$ cat src/rtl/jpts_ram.sv
// Generic single-write, single-read RAM with registered read data.
// No dependencies.
`timescale 1ns / 1ps
`default_nettype none
module jpts_ram #(
  parameter int WIDTH = 8,
  parameter int DEPTH = 8
) (
  input  wire logic                             clk_i,
  input  wire logic                             we_i,
  input  wire logic [$clog2(DEPTH > 1 ? DEPTH : 2)-1:0] waddr_i,
  input  wire logic [WIDTH-1:0]                 wdata_i,
  input  wire logic                             re_i,
  input  wire logic [$clog2(DEPTH > 1 ? DEPTH : 2)-1:0] raddr_i,
  output logic      [WIDTH-1:0]                 rdata_o
);

  logic [WIDTH-1:0] mem_q [DEPTH];

  always_ff @(posedge clk_i) begin
    if (we_i) begin
      mem_q[waddr_i] <= wdata_i;
    end
    if (re_i) begin
      rdata_o <= mem_q[raddr_i];
    end
  end

endmodule
`default_nettype wire

$ cat config.mk
export PLATFORM = sky130hd
export DESIGN_NAME = jpts_ram
export DESIGN_NICKNAME = d
export VERILOG_FILES = /design/src/rtl/jpts_ram.sv
export SDC_FILE = /design/constraint.sdc
export NUM_CORES = 1
export LEC_CHECK = 0
export ABC_AREA = 1
export BUFFER_PORTS_ARGS = -buffer_cell sky130_fd_sc_hd__clkbuf_2
export CAP_MARGIN = 20
export CORE_ASPECT_RATIO = 1.25
export CORE_MARGIN = 8
export CORE_UTILIZATION = 58
export CTS_BUF_LIST = sky130_fd_sc_hd__clkbuf_4 sky130_fd_sc_hd__clkbuf_8
export DETAILED_ROUTE_END_ITERATION = 10
export HOLD_SLACK_MARGIN = 0.02
export PLACE_DENSITY_LB_ADDON = 0.2
export SLEW_MARGIN = 20
export SYNTH_ARGS = -nofsm -noshare
export SYNTH_HDL_FRONTEND = slang
export SYNTH_SLANG_ARGS = --single-unit
$ cat constraint.sdc
create_clock -name clk_i -period 1.3 [get_ports clk_i]
set_input_delay 0.13 -clock clk_i [delete_from_list [all_inputs] [get_ports clk_i]]
set_output_delay 0.13 -clock clk_i [all_outputs]
set_load 0.05 [all_outputs]
==> results of run 1 <==
==> worst min path at each step <==
stage / to / slack (ns) / cells past startpoint
2_1_floorplan: mem_q[0][0] / 0.23 / 0
3_3_place_gp: mem_q[5][5] / 0.40 / 1
3_5_place_dp: mem_q[5][5] / 0.41 / 1
4_1_cts: mem_q[4][5] / 0.04 / 1
5_1_grt: mem_q[4][5] / 0.04 / 1
6_report: mem_q[4][5] / 0.06 / 1
==> where the power goes <==
| group | internal [mW] | leakage [nW] | total (mW) | switching (mW) |
|---|---|---|---|---|
| combinational | 0.113 | 0.900 | 0.395 | 0.282 |
| sequential | 2.65 | 0.661 | 2.67 | 0.0206 |
| clock | 1.06 | 0.108 | 1.85 | 0.788 |
| total | 3.83 | 1.67 | 4.92 | 1.09 |
==> cells in the final DEF (no fill, tap or decap) <==
cell and instances:
nand2_1 110, edfxtp_1 72, inv_1 68, nand3_1 32
clkbuf_2 24, buf_4 10, clkbuf_8 9, nor2_1 8
bufinv_16 2, clkinv_2 2, clkinv_1 2, inv_4 1
inv_2 1, clkinv_4 1, buf_12 1
==> metal layers <==
metal  vias up  share of wire, %  track usage [%]
met3        13               5.5             4.60
met1       940                38             17.2
met2        43                53             27.5
met5         -                 0                0
met4         0               2.8             8.27
li1       1014                 -                -
==> registers in the layout, summed over array words and instances (netlist names) <==
name     flops
mem_q       64
rdata_o      8
==> cell families after synthesis <==
| kind of cell | count (synthesis) | share of synthesized area, % |
|---|---|---|
| buffers and inverters | 81 | 11.7 |
| DFF | 72 | 69.1 |
| and+or+nand+nor | 150 | 19.3 |
==> final cells by class <==
cell class / instances / share of cell area, %
Multi-Input combinational cell: 150 / 17.1
Inverter: 70 / 7.50
Tap cell: 64 / 2.26
Clock buffer: 9 / 3.50
Sequential cell: 72 / 61.1
Clock inverter: 7 / 2.44
Timing Repair Buffer: 35 / 6.09
==> reports/metrics.yaml, run 1 <==
cp_slowest_cell: "edfxtp_1"
slew_violations: 0
crit_type: "register to output pin"
cts.repair.resized: 0
cts_tree: "built"
worstPathCellList: "clkbuf_2"
grt_usage_pct: 16.1
ys_seq_elements: 72
drtAntennaViolNets: 0
skew_ns: 0.00747
slowest_delay_ns: 0.40
synth.most_common_cell: "nand2_1"
wl_per_cell_um: 14.4
final_area_um2: 3540
cts.sinks: 72
cp-endpoint: "rdata_o[3]"
cp_data_arrival_time_ns: 0.99
peakVddDrop_mv: 0.900
regArea_um2: 2160
die_w_um: 81.7
startpoint: "rdata_o[3]"
dr.pass1.iters: 4
synthesis.area_um2: 3130
layout_min_cycle_time_ns: 1.12
fillers: 415
post-cts-setup-buffers: 0
r2r_slack_ns: 0.33
synth_fp_nets: 320
postSynth.asyncResetShare_pct: 0
fin_crit_sh_pct: 86.5
hold_start: "wdata_i[5]"
r2r_cells: 6
yosys_warnings: 0
synth_top_area_share_pct: 69.1
place_area_um2: 3330
via_per_inst: 4.94
start_util_pct: 58.7
clock.fmax_ghz: 0.889
setup_viol: 0
dp.cells: 391
power.leakage_nw: 1.67
rows: 30
critical_path_cell_count: 1
rsz0062_at_grt: "no"
cap_violations: 0
die_h_um: 98.1
drive_above_1_share_pct: 14.9
place_worst_setup_slack_ns: 0.160
gp_congestion: 0.761
crit_required_ns: 1.17
core_area_um2: 5330
wl_mm: 5.85
diodes: 0
power_mw: 4.92
route.detailed.drc: 0
finalHoldViolations: 0
cp_num_buf_inv: 1
dieArea_um2: 8020
ys_top_cells_by_area: "edfxtp_1 (69%), nand2_1 (13%), inv_1 (8.2%), nand3_1 (5.1%), buf_6 (2.2%)"
grt_pass1_vias: 1941
clk_latency_ns: 0.34
setup_ws_ns: 0.175
clk_pin_slew_ns: 0.07
vias: 2010
p_per_area_nw_per_um2: 1390
path_max_fanout: 1
htreeDepth: 3
io_buffers: 24
grt_pass1_wl_mm: 9.26
synth-main-ff-cell: "edfxtp_1"
syn_to_final_growth_pct: 12.9
hpwlAfterDp_mm: 3.74
startpoint_type: "register"
synth_edf_count: 72
yosysSeqAreaShare_pct: 69.1
fin_nets: 355
cts-root-buf: "clkbuf_8"
endpoint_kind: "output pin"
hold_class: "input pin to register"
avgSynthCellArea_um2: 10.3
tns_ns: 0
cts_hold_buf: 0
cts_buffers: 9
slew_headroom_pct: 76.9
multi_input_area_um2: 603
tightest_slew_ns: 0.346
yosysTopAreaCell: "edfxtp_1"
cts_buffer_depth: 2
synth_cells: 303
grt_max_degree: 33
final_cells: 407
drt_iter0_drc: 159
yosysUniqueCellTypes: 10
io_pins: 25
antenna_found_initial: 0
ys_top_cells_by_count: "nand2_1 (110), edfxtp_1 (72), inv_1 (68)"
r2r-start: "mem_q[0][1]"
whs_ns: 0.0570
status: "finished, final reports clean"
overflow: 0
path_delay_family: "flip-flops"
final_core_util_pct: 66.3
r2r_end: "rdata_o[1]"
Note: power is estimated with default switching activity, not from simulation.
==> run 2: changes to the inputs <==
--- a/config.mk
+++ b/config.mk
@@ -15,6 +15,7 @@
 export DETAILED_ROUTE_END_ITERATION = 10
 export HOLD_SLACK_MARGIN = 0.02
 export PLACE_DENSITY_LB_ADDON = 0.2
+export RECOVER_POWER = 50
 export SLEW_MARGIN = 20
 export SYNTH_ARGS = -nofsm -noshare
 export SYNTH_HDL_FRONTEND = slang
==> run 2 against run 1 <==
- critical path depth unchanged
- hold slack improved by 0.073 ns
- clock power about the same
- die area unchanged
- critical path type unchanged
==> reports/metrics.yaml, run 2 (synthesis gave the netlist of run 1 again) <==
cts_buffer_depth: 2
finalHoldViolations: 0
grt_max_degree: 33
fin_crit_sh_pct: 86.5
final_cell_mix: "nand2_1 (110), edfxtp_1 (72), inv_1 (68)"
drtAntennaViolNets: 0
slew_violations: 0
worstPathCellList: "clkbuf_2"
hold_class: "input pin to register"
die_w_um: 81.7
antenna_found_initial: 0
core_area_um2: 5330
grt_pass1_wl_mm: 9.26
skew_ns: 0.00719
largest_register_ffs: 64
final_area_um2: 3520
dr.pass1.iters: 4
diodes: 0
cts.sinks: 72
slowest_delay_ns: 0.40
grt_usage_pct: 16.1
post-cts-setup-buffers: 0
cp_slowest_cell: "edfxtp_1"
setup_viol: 0
io_buffers: 24
die_h_um: 98.1
rows: 30
vias: 2013
start_util_pct: 58.7
rsz0062_at_grt: "no"
cp_data_arrival_time_ns: 0.99
layout_min_cycle_time_ns: 1.12
cts_tree: "built"
cts-root-buf: "clkbuf_8"
cts_buffers: 9
overflow: 0
drt_iter0_drc: 163
crit_type: "register to output pin"
status: "finished, final reports clean"
place_area_um2: 3330
syn_to_final_growth_pct: 12.5
power_mw: 4.91
clock.fmax_ghz: 0.889
grt_pass1_vias: 1941
htreeDepth: 3
route.detailed.drc: 0
cap_violations: 0
io_pins: 25
cts_hold_buf: 0
layout_commonest_cell: "nand2_1"
tightest_slew_ns: 0.649
drive_above_1_share_pct: 12.0
hpwlAfterDp_mm: 3.74
path_max_fanout: 1
clk_latency_ns: 0.34
cp_num_buf_inv: 1
wl_per_cell_um: 14.5
reg_top3: "mem_q: 64 flops, rdata_o: 8 flops"
top_register: "mem_q"
p_per_area_nw_per_um2: 1400
wl_mm: 5.89
slew_headroom_pct: 56.7
path_delay_family: "flip-flops"
tns_ns: 0
clk_pin_slew_ns: 0.07
cts.repair.resized: 0
endpoint_kind: "output pin"
fin_nets: 355
via_per_inst: 4.95
gp_congestion: 0.761
power.leakage_nw: 1.64
startpoint_type: "register"
peakVddDrop_mv: 0.900
crit_required_ns: 1.17
dieArea_um2: 8020
run 2: changes by cell type in the layout (fill, tap and decap cells not counted):
cell      previous run  this run
buf_4               10         9
clkbuf_1             0        10
clkbuf_2            24        15
run 2: worst register-to-register path, cell delays in order, from the launching register on:
cell and delay, ns:
edfxtp_1 0.37, inv_1 0.06, nand2_1 0.05, nand3_1 0.08
nand2_1 0.06, nand2_1 0.06, nand2_1 0.05
run 2: path summary, 6_finish.rpt:
kind / cells past startpoint / start / slack, ns / endpoint
max reg2reg: 6 / mem_q[0][1] / 0.33 / rdata_o[1]
max: 1 / rdata_o[3] / 0.18 / rdata_o[3]
min reg2reg: 6 / mem_q[3][3] / 0.71 / rdata_o[3]
min: 1 / wdata_i[5] / 0.13 / mem_q[4][5]
run 2: final cells by class:
type / count / area (um^2)
multi-input combinational: 150 / 603
fill: 422 / 1810
clock buffer: 9 / 124
sequential: 72 / 2160
inverter: 70 / 265
tap: 64 / 80.1
timing repair buffer: 35 / 200
clock inverter: 7 / 86.3
run 2: metrics by stage:
stage               hold WS [ns]  setup slack, ns  cells  utilization, %
floorplan                  0.229            0.295    303               -
global placement           0.404            0.203    391            62.4
detailed placement         0.409            0.160    391            62.4
CTS                       0.0391            0.149    407            66.3
global route               0.113            0.139    407            66.1
finish                     0.130            0.176    407            66.1
run 2: power breakdown:
group          internal (mW)  switching [mW]  total [mW]
sequential              2.65          0.0207        2.67
clock                   1.06           0.791        1.85
combinational          0.109           0.282       0.391
total                   3.82            1.09        4.91
run 2: metal layers:
| layer | share of wire (%) | track usage, % | vias to the layer above |
|---|---|---|---|
| met5 | 0 | 0 | - |
| met4 | 2.8 | 8.27 | 0 |
| met3 | 5.0 | 4.60 | 13 |
| met2 | 53 | 27.5 | 42 |
| met1 | 40 | 17.2 | 944 |
| li1 | - | - | 1014 |
